## src/rtl/dual_fault_array_recorder_assert.svh

```systemverilog
// ----------------------------------------------------------------------------
// dual fault array recorder assertion macros
// concurrent checks clocked on clock, held off during reset
// ----------------------------------------------------------------------------
`ifndef DUAL_FAULT_ARRAY_RECORDER_ASSERT_SVH
`define DUAL_FAULT_ARRAY_RECORDER_ASSERT_SVH

// condition holds at every edge
`define DFAR_ASSERT_ALWAYS(label, cond, msg) \
   label: assert property (@(posedge clock) disable iff (reset) (cond)) else $error(msg);

// consequent holds in the same cycle as the antecedent
`define DFAR_ASSERT_IMPLY(label, ante, cons, msg) \
   label: assert property (@(posedge clock) disable iff (reset) (ante) |-> (cons)) \
      else $error(msg);

// consequent holds in the cycle after the antecedent
`define DFAR_ASSERT_NEXT(label, ante, cons, msg) \
   label: assert property (@(posedge clock) disable iff (reset) (ante) |=> (cons)) \
      else $error(msg);

`endif

```

## src/rtl/dfar_pkg.sv

```systemverilog
// ----------------------------------------------------------------------------
// dfar_pkg
// sizes, command codes and status codes of the dual fault array recorder
// ----------------------------------------------------------------------------
package dfar_pkg;

   localparam int TABLE_DEPTH = 16;
   localparam int IDX_W       = (TABLE_DEPTH > 1) ? $clog2(TABLE_DEPTH) : 1;
   localparam int FILL_W      = $clog2(TABLE_DEPTH + 1);
   localparam int COUNT_W     = 5;
   localparam int RIDX_W      = 4;
   localparam int CMP_W       = (FILL_W > RIDX_W) ? FILL_W : RIDX_W;

   localparam int REQ_W  = 16;
   localparam int USER_W = 2;
   localparam int RSP_W  = 24;

   localparam logic [7:0] NO_FAULT = 8'h00;

   localparam logic [1:0] CMD_ADD     = 2'd0;
   localparam logic [1:0] CMD_CLR_CUR = 2'd1;
   localparam logic [1:0] CMD_CLR_REG = 2'd2;
   localparam logic [1:0] CMD_READ    = 2'd3;

   localparam logic [1:0] STATUS_OK    = 2'd0;
   localparam logic [1:0] STATUS_FULL  = 2'd1;
   localparam logic [1:0] STATUS_RANGE = 2'd2;

   typedef logic [FILL_W-1:0] fill_type;

   // low bits of a fill as seen on the count outputs
   function automatic logic [COUNT_W-1:0] to_count(input fill_type fill);
      return COUNT_W'(fill);
   endfunction

endpackage

```

## src/rtl/dual_fault_array_recorder.sv

```systemverilog
// ----------------------------------------------------------------------------
// dual fault array recorder
// sequence: clear and add of code zero go straight to finish, read via read state,
//   other adds scan the current table, then, unless it is full, the registered one
// throughput: one item at a time; the scan compares one stored entry per cycle
//   through a single comparator shared by both tables, then appends the code
// reset: synchronous active-high, empties both tables and the result register
// ----------------------------------------------------------------------------
module dual_fault_array_recorder (
   input  logic                       clock,
   input  logic                       reset,
   input  logic                       req_tvalid,
   output logic                       req_tready,
   // fault_code [7:0], read_index [11:8], read_registered [12], zero [15:13]
   input  logic [dfar_pkg::REQ_W-1:0]  req_tdata,
   // command [1:0]
   input  logic [dfar_pkg::USER_W-1:0] req_tuser,
   output logic                       rsp_tvalid,
   input  logic                       rsp_tready,
   // status [1:0], current_count [6:2], registered_count [11:7],
   // read_code [19:12], zero [23:20]
   output logic [dfar_pkg::RSP_W-1:0]  rsp_tdata
);
   import dfar_pkg::*;

   // sequencer states
   localparam logic [1:0] S_IDLE   = 2'd0;
   localparam logic [1:0] S_SCAN   = 2'd1;
   localparam logic [1:0] S_READ   = 2'd2;
   localparam logic [1:0] S_FINISH = 2'd3;

   logic [1:0]         state_ff, state_in;

   // captured request fields
   logic [1:0]         cmd_ff;
   logic [7:0]         code_ff;
   logic [RIDX_W-1:0]  ridx_ff;

   // scan control: which table, which entry
   logic               tbl_sel_ff, tbl_sel_in;
   fill_type           scan_idx_ff, scan_idx_in;

   // fill counts of both tables
   fill_type           cur_fill_ff, cur_fill_in;
   fill_type           reg_fill_ff, reg_fill_in;

   // result being built
   logic [1:0]         status_ff, status_in;
   logic [7:0]         read_code_ff, read_code_in;

   // output register
   logic               rsp_valid_ff;
   logic [RSP_W-1:0]   rsp_data_ff;

   // table memories, read data registered
   logic [7:0]         cur_mem [TABLE_DEPTH];
   logic [7:0]         reg_mem [TABLE_DEPTH];
   logic [7:0]         cur_rd_ff, reg_rd_ff;
   logic [IDX_W-1:0]   rd_addr;
   logic               cur_we, reg_we;

   logic               req_accept;
   logic               rsp_free;
   logic               rsp_load;
   logic [7:0]         sel_data;
   fill_type           sel_fill;
   logic               scan_end;
   logic               hit;
   logic               read_hit;

   assign req_tready = (state_ff == S_IDLE);
   assign req_accept = req_tvalid && req_tready;
   assign rsp_free   = !rsp_valid_ff || rsp_tready;
   assign rsp_tvalid = rsp_valid_ff;
   assign rsp_tdata  = rsp_data_ff;

   // shared compare unit, works on whichever table the sequencer points at
   assign sel_data = tbl_sel_ff ? reg_rd_ff : cur_rd_ff;
   assign sel_fill = tbl_sel_ff ? reg_fill_ff : cur_fill_ff;
   assign scan_end = (scan_idx_ff >= sel_fill);
   assign hit      = (sel_data == code_ff);
   assign read_hit = (CMP_W'(ridx_ff) < CMP_W'(sel_fill));

   always_comb begin
      state_in     = state_ff;
      tbl_sel_in   = tbl_sel_ff;
      scan_idx_in  = scan_idx_ff;
      cur_fill_in  = cur_fill_ff;
      reg_fill_in  = reg_fill_ff;
      status_in    = status_ff;
      read_code_in = read_code_ff;
      cur_we       = 1'b0;
      reg_we       = 1'b0;
      rsp_load     = 1'b0;

      unique case (state_ff)
         S_IDLE: begin
            if (req_accept) begin
               status_in    = STATUS_OK;
               read_code_in = 8'h00;
               scan_idx_in  = '0;
               tbl_sel_in   = (req_tuser == CMD_READ) ? req_tdata[12] : 1'b0;
               unique case (req_tuser)
                  CMD_ADD: begin
                     state_in = (req_tdata[7:0] == NO_FAULT) ? S_FINISH : S_SCAN;
                  end
                  CMD_CLR_CUR: begin
                     cur_fill_in = '0;
                     state_in    = S_FINISH;
                  end
                  CMD_CLR_REG: begin
                     reg_fill_in = '0;
                     state_in    = S_FINISH;
                  end
                  default: begin
                     state_in = S_READ;
                  end
               endcase
            end
         end
         S_SCAN: begin
            if (scan_end) begin
               if (sel_fill >= FILL_W'(TABLE_DEPTH)) begin
                  // table full: stop here, registered side untouched if current full
                  status_in = STATUS_FULL;
                  state_in  = S_FINISH;
               end else begin
                  // code not present: append it
                  if (tbl_sel_ff) begin
                     reg_we      = 1'b1;
                     reg_fill_in = reg_fill_ff + FILL_W'(1);
                     state_in    = S_FINISH;
                  end else begin
                     cur_we      = 1'b1;
                     cur_fill_in = cur_fill_ff + FILL_W'(1);
                     tbl_sel_in  = 1'b1;
                     scan_idx_in = '0;
                  end
               end
            end else if (hit) begin
               // already recorded: move on to the registered table or finish
               if (tbl_sel_ff) begin
                  state_in = S_FINISH;
               end else begin
                  tbl_sel_in  = 1'b1;
                  scan_idx_in = '0;
               end
            end else begin
               scan_idx_in = scan_idx_ff + FILL_W'(1);
            end
         end
         S_READ: begin
            if (read_hit) begin
               read_code_in = sel_data;
            end else begin
               status_in = STATUS_RANGE;
            end
            state_in = S_FINISH;
         end
         default: begin
            // wait for room in the output register
            if (rsp_free) begin
               rsp_load = 1'b1;
               state_in = S_IDLE;
            end
         end
      endcase
   end

   // read address: index of a read at idle, else next scan position so data lines up
   always_comb begin
      if (state_ff == S_IDLE && req_tuser == CMD_READ) begin
         rd_addr = IDX_W'(req_tdata[11:8]);
      end else begin
         rd_addr = scan_idx_in[IDX_W-1:0];
      end
   end

   always_ff @(posedge clock) begin
      if (cur_we) begin
         cur_mem[cur_fill_ff[IDX_W-1:0]] <= code_ff;
      end
      cur_rd_ff <= cur_mem[rd_addr];
   end

   always_ff @(posedge clock) begin
      if (reg_we) begin
         reg_mem[reg_fill_ff[IDX_W-1:0]] <= code_ff;
      end
      reg_rd_ff <= reg_mem[rd_addr];
   end

   // control state
   always_ff @(posedge clock) begin
      if (reset) begin
         state_ff     <= S_IDLE;
         cur_fill_ff  <= '0;
         reg_fill_ff  <= '0;
         rsp_valid_ff <= 1'b0;
      end else begin
         state_ff    <= state_in;
         cur_fill_ff <= cur_fill_in;
         reg_fill_ff <= reg_fill_in;
         if (rsp_load) begin
            rsp_valid_ff <= 1'b1;
         end else if (rsp_tready) begin
            rsp_valid_ff <= 1'b0;
         end
      end
   end

   // payload registers
   always_ff @(posedge clock) begin
      if (req_accept) begin
         cmd_ff  <= req_tuser;
         code_ff <= req_tdata[7:0];
         ridx_ff <= req_tdata[11:8];
      end
      tbl_sel_ff   <= tbl_sel_in;
      scan_idx_ff  <= scan_idx_in;
      status_ff    <= status_in;
      read_code_ff <= read_code_in;
      if (rsp_load) begin
         rsp_data_ff <= {4'b0000, read_code_ff, to_count(reg_fill_ff),
                         to_count(cur_fill_ff), status_ff};
      end
   end

`include "dual_fault_array_recorder_assert.svh"

   `DFAR_ASSERT_ALWAYS(a_fill_bound, (cur_fill_ff <= FILL_W'(TABLE_DEPTH)) && (reg_fill_ff <= FILL_W'(TABLE_DEPTH)), "fill count beyond table depth")
   `DFAR_ASSERT_NEXT(a_busy_after_accept, req_accept, state_ff != S_IDLE, "sequencer idle right after a transfer in")
   `DFAR_ASSERT_IMPLY(a_full_only_on_add, (state_ff == S_FINISH) && (status_ff == STATUS_FULL), cmd_ff == CMD_ADD, "full status on a command other than add")

endmodule

```

## config.mk

```make
export PLATFORM = sky130hd
export DESIGN_NAME = dual_fault_array_recorder
export DESIGN_NICKNAME = d
export VERILOG_FILES = /design/src/rtl/dfar_pkg.sv /design/src/rtl/dual_fault_array_recorder.sv
export VERILOG_INCLUDE_DIRS = /design/src /design/src/rtl
export SDC_FILE = /design/constraint.sdc
export NUM_CORES = 1
export LEC_CHECK = 0
export BUFFER_PORTS_ARGS = -buffer_cell sky130_fd_sc_hd__buf_4
export CELL_PAD_IN_SITES_DETAIL_PLACEMENT = 1
export CELL_PAD_IN_SITES_GLOBAL_PLACEMENT = 1
export CORE_ASPECT_RATIO = 0.75
export CORE_UTILIZATION = 47
export DETAILED_ROUTE_END_ITERATION = 12
export PLACE_DENSITY_LB_ADDON = 0.1
export SLEW_MARGIN = 10
export SYNTH_ARGS = -nofsm -noshare
export SYNTH_HDL_FRONTEND = slang
export SYNTH_SLANG_ARGS = --single-unit
```

## constraint.sdc

```tcl
create_clock -name clock -period 3.67 [get_ports clock]
set_input_delay 0.5505 -clock clock [delete_from_list [all_inputs] [get_ports clock]]
set_output_delay 0.5505 -clock clock [all_outputs]
set_load 0.005 [all_outputs]
```

# --- Yosys cells after proc, flatten, opt, wreduce, memory -nomap -nowiden ---
# Memory sizes are Yosys's and may differ from the RTL's. A register that Yosys moved wholly into a read port is not among the register bits.
# Cells that the tools add are included.
word_totals:
  ff_bits: 61
  mem_bits_rw: 256
  elab_cells: 119
  n_memories: 2
memory_table:
  columns: ["memory", "depth", "word_bits", "rd", "rd_clocked_by_memory_dff", "write_ports", "line", "source"]
  rows:
  - ["cur_mem", 16, 8, 1, 1, 1, "dual_fault_array_recorder.sv:56", "logic [7:0] cur_mem [TABLE_DEPTH];"]
  - ["reg_mem", 16, 8, 1, 1, 1, "dual_fault_array_recorder.sv:57", "logic [7:0] reg_mem [TABLE_DEPTH];"]
classes:
  addsub: 3
  magnitude_cmp: 3
  eq_ne: 18
  n_mux: 60
  n_reduce_logical: 21
ops:
  columns: ["op", "count"]
  rows:
  - ["2-to-1 mux 5 bit", 16]
  - ["case mux 5 bit (2 select lines)", 3]
  - ["2-to-1 mux 8 bit", 3]
  - ["2-to-1 mux 2 bit", 11]
  - ["2-to-1 mux 1 bit", 21]
  - ["case mux 8 bit (2 select lines)", 1]
  - ["adder 5 x 1 -> 5 bit (second input constant)", 3]
  - ["inequality test 2 bit (second input constant)", 7]
  - ["case mux 2 bit (3 select lines)", 2]
  - ["AND reduction 6 bit", 2]
  - ["AND reduction 3 bit", 3]
  - ["== test 8 bit", 1]
  - ["logical NOT 8 bit", 1]
  - ["== test 2 bit (second input constant)", 3]
  - ["inequality test 2 x 1 -> 1 bit (second input constant)", 3]
  - ["inequality test 3 bit (second input constant)", 2]
  - ["nonzero test 2 bit", 3]
  - [">= comparator 5 bit", 1]
  - [">= comparator 5 bit (second input constant)", 1]
  - ["less-than comparator 4 x 5 -> 1 bit", 1]
  - ["AND reduction 5 bit", 1]
  - ["== test 2 x 1 -> 1 bit (second input constant)", 2]
  - ["logical NOT 2 bit", 2]
  - ["2-to-1 mux 4 bit", 1]
  - ["10 further kinds", 11]

# --- Longest topological paths before layout ---
# Gate-level depths: netlist of run 1.
logic_depth:
  depth_word: 7
  mapped_depth: 17
  ltp_nobuf: 12

# --- Worst setup path after synthesis of run 1 ---
# No wires, ideal clock.
synth_timing:
  kind: "register to register"
  startpoint: "register tbl_sel_ff"
  endpoint: "register reg_rd_ff[6], read port of reg_mem"
  arrival_time_ps: 3897
  required_time_ps: 3550
  path_slack_ps: -346
  path_stages_with_launch: 16
  path_buffers: 4
  period_less_slack_ps: 4016
  cell_sequence: "edfxtp_1 buf_6 clkbuf_1 o21ai_0 ha_1 nand2b_1 a2111oi_0 o31ai_1 a21o_1 o311ai_2 o21ai_2 buf_2 buf_6 a211oi_1 o22ai_1 a211o_1"
synth_via:
  elab_chain_cells: 6
synth_rtl:
  columns: ["item", "line", "source"]
  rows:
  - ["start, declared", "dual_fault_array_recorder.sv:40", "logic tbl_sel_ff, tbl_sel_in;"]
  - ["start signal, assigned", "dual_fault_array_recorder.sv:219", "tbl_sel_ff <= tbl_sel_in;"]
  - ["2-to-1 mux 5 bit or 2-to-1 mux 8 bit (tied branches)", "dual_fault_array_recorder.sv:79, dual_fault_array_recorder.sv:78", null]
  - [">= comparator 5 bit or == test 8 bit (tied branches)", "dual_fault_array_recorder.sv:123, dual_fault_array_recorder.sv:81", null]
  - ["2-to-1 mux 5 bit, on equally long branches", "dual_fault_array_recorder.sv:123, dual_fault_array_recorder.sv:140", null]
  - ["2-to-1 mux 5 bit *", "dual_fault_array_recorder.sv:122", "if (scan_end) begin"]
  - ["case mux 5 bit (2 select lines) *", "dual_fault_array_recorder.sv:96", "unique case (state_ff)"]
  - ["2-to-1 mux 4 bit *", "dual_fault_array_recorder.sv:172", "if (state_ff == S_IDLE && req_tuser == CMD_READ) begin"]
  - ["end, declared", "dual_fault_array_recorder.sv:58", "logic [7:0] cur_rd_ff, reg_rd_ff;"]
# Every way passes the cells marked *; elsewhere a longest branch is shown, timed or not. The select of a mux whose other input is x is not followed.
# A chain may end at the register's enable or synchronous reset.

# --- Worst setup path in the final report of run 1 ---
layout_timing:
  startpoint: "register tbl_sel_ff"
  endpoint: "register reg_rd_ff[7], read port of reg_mem"
# The elaborated chain is that of the path after synthesis.

==> qor.yml, run 1 <==
final_layout:
  n_antenna_cell: 0
  syn2layout_area_growth_pct: 22.6
  num-fill-cells: 2892
  multi_input_area_um2: 4350
  drive_gt1_frac: 0.275
  seq_area_um2: 9670
  layout.nets: 1232
sta:
  finClkSkew_ns: 0.0191
  whs_ns: 0.216
  rsz0062_at_grt: "yes"
  layout_setup_ws_ns: -0.0363
  setup_violations: 1
  slew_viol_final: 0
  period_needed_ns: 3.71
  fin_crit_sh: 1.01
  tns_ns: -0.0363
  finalHoldViolCount: 0
  max_freq_ghz: 0.270
  maxSlewHeadroom: 0.531
  worstMarginPinSlew_ns: 0.702
cts:
  cts_tree: "built"
  insertion_delay_ns: 0.53
  clk_pin_slew_ns: 0.06
  cts-htree-levels: 2
  clkSinkCount: 333
  cts_buffer_depth: 3
  cts_buffers: 35
  cts_root_buffer: "clkbuf_16"
  cts_hold_buf: 0
worst_setup_path:
  reg2reg_setup_slack_ns: -0.04
  critical_path_arrival_ns: 4.08
  critPathLaunchType: "register"
  r2r_cells: 14
  r2r-start: "tbl_sel_ff$_SDFFCE_PP1P_"
  end_kind: "register"
  crit_path_max_fanout: 8
  worst_r2r_endpoint: "reg_rd_ff[7]$_DFF_P_"
  crit_type: "register to register"
  required_ns: 4.04
synth:
  synth_edf_count: 300
  ys.flop_type: "edfxtp_1"
  async_reset_ff_frac: 0
  synth_top_area_frac: 0.627
  yosysSeqAreaShare: 0.673
  yosys-top-cells-area: "edfxtp_1 63%, o211ai_1 7.8%, dfxtp_1 4.6%, mux2_2 3.6%, ha_1 2.3%"
  synth-xor-area-share: 0.00792
  synthMuxAreaShare: 0.0591
  synth_cells: 1022
  yosysUniqueCellTypes: 61
  synth_compound_area_frac: 0.137
  avgSynthCellArea_um2: 14.1
  synthAdderAreaFrac: 0.0226
  synth-simple-area-share: 0.0575
  synth_top_family_by_area: "compound AO/OA/AOI/OAI gates"
  synth_top_cell_by_area: "edfxtp_1"
  synth_warnings: 0
  synth_area_um2: 14400
  synth-seq-cells: 333
die:
  fp.coreArea_um2: 30100
  io_pins: 48
  dieArea_um2: 31300
  fp.dieH_um: 153
  dieWidth_um: 204
  start_util: 0.477
  rows: 55
hold_path:
  worstHoldPathCells: 1
  hp-class: "input pin to register"
  holdCritStartpoint: "req_tdata[6]"
  hold_path_end: "code_ff[6]$_DFFE_PP_"
pwr:
  p_comb_frac: 0.327
  sequentialPowerShare: 0.391
  power_switching_share: 0.324
  clkPwrFrac: 0.282
  power_density_nw_per_um2: 690
  ir_drop_v: 0.000468
  switching_power_mw: 3.93
  leakage_nw: 6.18
  internal_power_mw: 8.23
global_routing:
  grt_use_total: 0.272
  grt_overflow: 0
  grt_max_degree: 42
  antenna_found_initial: 0
  first_global_vias: 9720
  grt_pass1_wl_um: 62100
placement:
  finalWeightedCongestion: 0.873
  io_buffers: 40
  post-dp-hpwl_um: 27300
outcome:
  run_status: "finished with violations"
  violations: "negative setup slack"
route:
  wl_per_cell_um: 26.6
  drcViolationCount: 0
  vias: 9610
  drt_iter0_drc: 854
  detail_route.first_pass.iterations: 5
  via_per_inst: 5.98
  drt_wl_total_um: 42700
  ant_nets: 0
run:
  drv_cap: 0
-- power by group through the flow --
stage	sequential [mW]	clock [mW]	combinational (mW)
2_1_floorplan	4.80	0	1.98
3_3_place_gp	4.80	0	3.42
3_5_place_dp	4.81	0	3.49
4_1_cts	4.74	3.49	3.61
5_1_grt	4.77	3.62	4.22
6_report	4.76	3.43	3.98
-- stage by stage --
step	instances	setup slack (ns)	area, um2	utilization	power (mW)
after floorplan	1025	0.0131	14400	-	6.79
after global placement	1522	-0.0297	16000	0.532	8.22
after detailed placement	1522	-0.0889	16000	0.532	8.29
after CTS	1589	0.00160	17200	0.572	11.8
after global routing	1608	-0.130	17600	0.585	12.6
final	1608	-0.0363	17600	0.585	12.2
-- layout make-up --
class / count / share of cell area
Clock inverter: 17 / 0.00795
Clock buffer: 45 / 0.0536
Timing Repair Buffer: 193 / 0.0975
Tap cell: 399 / 0.0283
Sequential cell: 333 / 0.549
Inverter: 79 / 0.0168
Multi-Input combinational cell: 542 / 0.247
-- state kept, by name, indices dropped and copies added (netlist names), 8 cells and up --
signal        cells
reg_rd_ff         8
reg_mem         128
cur_mem         128
read_code_ff      8
code_ff           8
rsp_tdata        20
cur_rd_ff         8
-- timing repair --
action / 4_1_cts / 5_1_grt
endpoints found under the setup margin: 16 / 98
setup buffers: 5 / 15
cloned: 0 / 4
resized for setup: 13 / 30
pin swaps: 5 / 17
-- worst max path at each step --
stage | slack [ns] | to | from | cells past startpoint
2_1_floorplan | 0.01 | reg_rd_ff[6]$_DFF_P_ | tbl_sel_ff$_SDFFCE_PP1P_ | 15
3_3_place_gp | -0.03 | cur_rd_ff[2]$_DFF_P_ | tbl_sel_ff$_SDFFCE_PP1P_ | 12
3_5_place_dp | -0.09 | reg_rd_ff[7]$_DFF_P_ | tbl_sel_ff$_SDFFCE_PP1P_ | 15
4_1_cts | 0.002 | reg_rd_ff[7]$_DFF_P_ | tbl_sel_ff$_SDFFCE_PP1P_ | 14
5_1_grt | -0.13 | cur_rd_ff[6]$_DFF_P_ | tbl_sel_ff$_SDFFCE_PP1P_ | 16
6_report | -0.04 | reg_rd_ff[7]$_DFF_P_ | tbl_sel_ff$_SDFFCE_PP1P_ | 14
-- logic make-up (layout without fill, tap and decap cells) --
family | Yosys count | in the layout
and+or+nand+nor | 168 | 168
xor gates and xnor gates | 13 | 13
muxes | 77 | 77
other | 1 | 4
adders and majority gates | 26 | 26
DFF | 333 | 333
buffers and inverters | 150 | 334
AOI/OAI and AO/OA | 254 | 254
-- Yosys cell counts (all sizes together), types with 2 or more instances --
library cell,n
nor3,11
o22ai,2
a21o,5
o2111a,2
a22oi,4
o2111ai,30
o21ai,8
a21oi,15
xnor2,9
mux2i,14
nor2,64
nor4,5
a41o,2
a21boi,2
o21a,6
dfxtp,33
nand4,19
a31oi,3
edfxtp,300
o31a,2
nor2b,11
a211oi,11
buf,17
inv,79
ha,26
o31ai,3
clkbuf,54
mux2,63
o211ai,150
nand3,14
nand2,31
xor2,4
nand2b,8
-- critical path: stages (launching register included) --
cell	delay, ns
edfxtp_1	0.43
buf_6	0.17
mux2i_4	0.27
ha_4	0.24
a2111oi_4	0.46
o31ai_4	0.13
a21o_1	0.24
o311ai_4	0.34
o21ai_4	0.12
buf_12	0.16
buf_12	0.14
mux2_2	0.30
o211ai_1	0.25
buf_4	0.16
nand4_1	0.14
-- metal layers --
layer / wire, um / track usage
met5: 0 / 0
met4: 714 / 0.0644
met3: 3180 / 0.0601
met2: 19500 / 0.416
met1: 19300 / 0.396
-- cells in the final DEF, fill, tap and decap left out, types with 8 or more instances in the layout --
cell         n
mux2_2      46
xnor2_1      9
edfxtp_1   300
o2111ai_1   27
nor2b_1     10
inv_1       78
clkbuf_16   39
dfxtp_1     33
nor2_1      62
buf_12      14
clkbuf_1     8
buf_4      166
a21oi_1     13
nor3_1      10
ha_1        24
mux2_1      16
nand2_1     30
o211ai_1   150
nand4_1     19
buf_6        9
nand3_1     14
(Power assumes the default switching activity.)
==> run 2, diff against run 1 <==
- PLACE_DENSITY: not set -> 0.86
- PLACE_DENSITY_LB_ADDON: 0.1 -> not set
==> run 2 against run 1 <==
  * Non-clock buffer count decreased by 2
  * Critical path type unchanged
  * Worst hold slack got worse by 0.022 ns
  * Register-to-register slack got worse by 0.84 ns
  * Highest routed layer is now met5
  * Die area stayed put
  * The flow still finishes with violations (negative setup slack)
  * Fmax is 19% lower
  * Count of clock-buffer cells in the layout is 1 lower
  * Flip-flop and latch count stayed put
  * First-iteration DRC count is 97% higher
  * Routed wire length rose by 37%
  * Via count increased by 17%
==> qor.yml, run 2 (synthesized netlist as in run 1, its figures left out) <==
sta:
  maxSlewHeadroom: 0.169  # was 0.531
  fin_crit_sh: 1.24  # was 1.01
  period_needed_ns: 4.55  # was 3.71 ns
  finalHoldViolCount: 0  # unchanged
  rsz0062_at_grt: "yes"  # unchanged
  max_freq_ghz: 0.220  # was 0.270 GHz
  layout_setup_ws_ns: -0.881  # was -0.0363 ns
  setup_violations: 272  # was 1
  finClkSkew_ns: 0.0405  # was 0.0191 ns
  worstMarginPinSlew_ns: 1.24  # was 0.702 ns
  slew_viol_final: 0  # unchanged
cts:
  insertion_delay_ns: 0.55  # was 0.53 ns
  cts_buffer_depth: 3  # unchanged
  clk_pin_slew_ns: 0.08  # was 0.06 ns
  cts_buffers: 35  # unchanged
  cts_hold_buf: 0  # unchanged
  clkSinkCount: 333  # unchanged
  cts_root_buffer: "clkbuf_16"  # unchanged
  cts-htree-levels: 2  # unchanged
  cts_tree: "built"  # unchanged
die:
  dieArea_um2: 31300  # unchanged
  fp.coreArea_um2: 30100  # unchanged
  rows: 55  # unchanged
  start_util: 0.477  # unchanged
  io_pins: 48  # unchanged
  dieWidth_um: 204  # unchanged
  fp.dieH_um: 153  # unchanged
global_routing:
  grt_overflow: 0  # unchanged
  first_global_vias: 11264  # was 9,720
  antenna_found_initial: 4  # was 0
  grt_max_degree: 60  # was 42
  grt_pass1_wl_um: 77300  # was 62,100 um
  grt_use_total: 0.344  # was 0.272
worst_setup_path:
  crit_path_max_fanout: 13  # was 8
  critPathLaunchType: "register"  # unchanged
  end_kind: "register"  # unchanged
  critical_path_arrival_ns: 4.83  # was 4.08 ns
  crit_type: "register to register"  # unchanged
  required_ns: 3.95  # was 4.04 ns
  slowest_stage: "edfxtp_1"  # was a2111oi_4
  crit_chain: "buf_6 > mux2i_4 > xnor2_1 > nor4_4 > nand2_4 > o31ai_4 > o21ai_4 > buf_6 > buf_12 > mux2_2 > o2111ai_1 > buf_4 > nand4_1"  # was buf_6 > mux2i_4 > ha_4 > a2111oi_4 > o31ai_4 > a21o_1 > o311ai_4 > o21ai_4 > buf_12 > buf_12 > mux2_2 > o211ai_1 > buf_4 > nand4_1
  timing.critical_path.mode_cell: "buf_6"  # was buf_12
  cp_slowest_stage_delay_ns: 0.57  # was 0.46 ns
placement:
  finalWeightedCongestion: 0.907  # was 0.873
  io_buffers: 40  # unchanged
  post-dp-hpwl_um: 29000  # was 27,300 um
  dpl_worst_slack_ns: -0.166  # was -0.0889 ns
route:
  vias: 11289  # was 9,610
  wl_per_cell_um: 36.3  # was 26.6 um
  drcViolationCount: 0  # unchanged
  via_per_inst: 7.02  # was 5.98
  detail_route.first_pass.iterations: 6  # was 5
  ant_nets: 0  # unchanged
  drt_wl_total_um: 58300  # was 42,700 um
  drt_iter0_drc: 1685  # was 854
final_layout:
  final_cell_mix: "300 x edfxtp_1, 150 x o211ai_1, 149 x buf_4"  # was 300 x edfxtp_1, 166 x buf_4, 150 x o211ai_1
  seq_area_um2: 9670  # unchanged
  syn2layout_area_growth_pct: 25.0  # was 22.6%
  drive_gt1_frac: 0.307  # was 0.275
  n_antenna_cell: 0  # unchanged
  layout.nets: 1230  # was 1,232
  multi_input_area_um2: 4630  # was 4350 um2
  final_common_cell: "edfxtp_1"  # unchanged
  fin_util: 0.596  # was 0.585
  num-fill-cells: 2818  # was 2,892
outcome:
  run_status: "finished with violations"  # unchanged
  violations: "negative setup slack"  # unchanged
hold_path:
  hp-class: "input pin to register"  # unchanged
pwr:
  power_density_nw_per_um2: 730  # was 690 nW/um2
  leakage_nw: 6.30  # was 6.18 nW
  ir_drop_v: 0.000347  # was 0.000468 V
run:
  drv_cap: 0  # unchanged
==> run 2: through the flow <==
step / instances / hold slack (ns) / total power [mW] / setup TNS [ns] / area, um2
floorplan: 1025 / 0.400 / 6.79 / 0 / 14400
global placement: 1513 / 0.402 / 8.01 / -0.00315 / 15900
detailed placement: 1513 / 0.406 / 8.26 / -1.97 / 15900
CTS: 1600 / 0.199 / 12.3 / -0.163 / 17700
global route: 1607 / 0.194 / 13.2 / -32.25 / 18000
finish: 1607 / 0.194 / 13.1 / -47.82 / 18000
==> run 2: final cells by class <==
type | instances | area share
Clock buffer | 44 | 0.0530
Clock inverter | 19 | 0.00627
Inverter | 79 | 0.0165
Multi-Input combinational cell | 542 | 0.258
Sequential cell | 333 | 0.538
Tap cell | 399 | 0.0278
Timing Repair Buffer | 191 | 0.100
==> run 2: per-layer routing <==
metal,global-route usage,routed length (um),vias up
met3,0.103,8360,292
met2,0.523,25400,1100
met5,0,27,-
met4,0.156,3680,4
met1,0.453,20900,5618
li1,-,-,4275
==> run 2: final timing paths <==
path / start / endpoint / slack, ns / cells after the start
worst min register to register: read_code_ff[3]$_SDFFCE_PN0P_ / rsp_tdata[15]$_DFFE_PP_ / 0.42 / 0
worst max-delay path: tbl_sel_ff$_SDFFCE_PP1P_ / reg_rd_ff[4]$_DFF_P_ / -0.88 / 13
worst min-delay path: req_tdata[6] / code_ff[6]$_DFFE_PP_ / 0.19 / 1
worst max register to register: tbl_sel_ff$_SDFFCE_PP1P_ / reg_rd_ff[4]$_DFF_P_ / -0.88 / 13
==> run 2: timing repair <==
item,CTS,global route
gates cloned,8,2
pin swaps,30,30
gates resized for setup,67,59
buffers inserted,18,11
setup endpoints to repair,64,262
==> run 2: worst max-delay path: cells and delay by family, from the launching register on <==
kind            cells  cell delay, ns
simple gates        3            0.98
compound gates      3            0.92
buf+inv             4            0.79
mux                 2            0.76
flops               1            0.57
xor+xnor            1            0.21
==> run 2: where the power goes <==
group          internal, mW  switching, mW  leakage, nW
clock                  1.91           1.58        0.526
combinational          1.83           3.01         2.77
sequential             4.58          0.194         3.00
total                  8.32           4.79         6.30
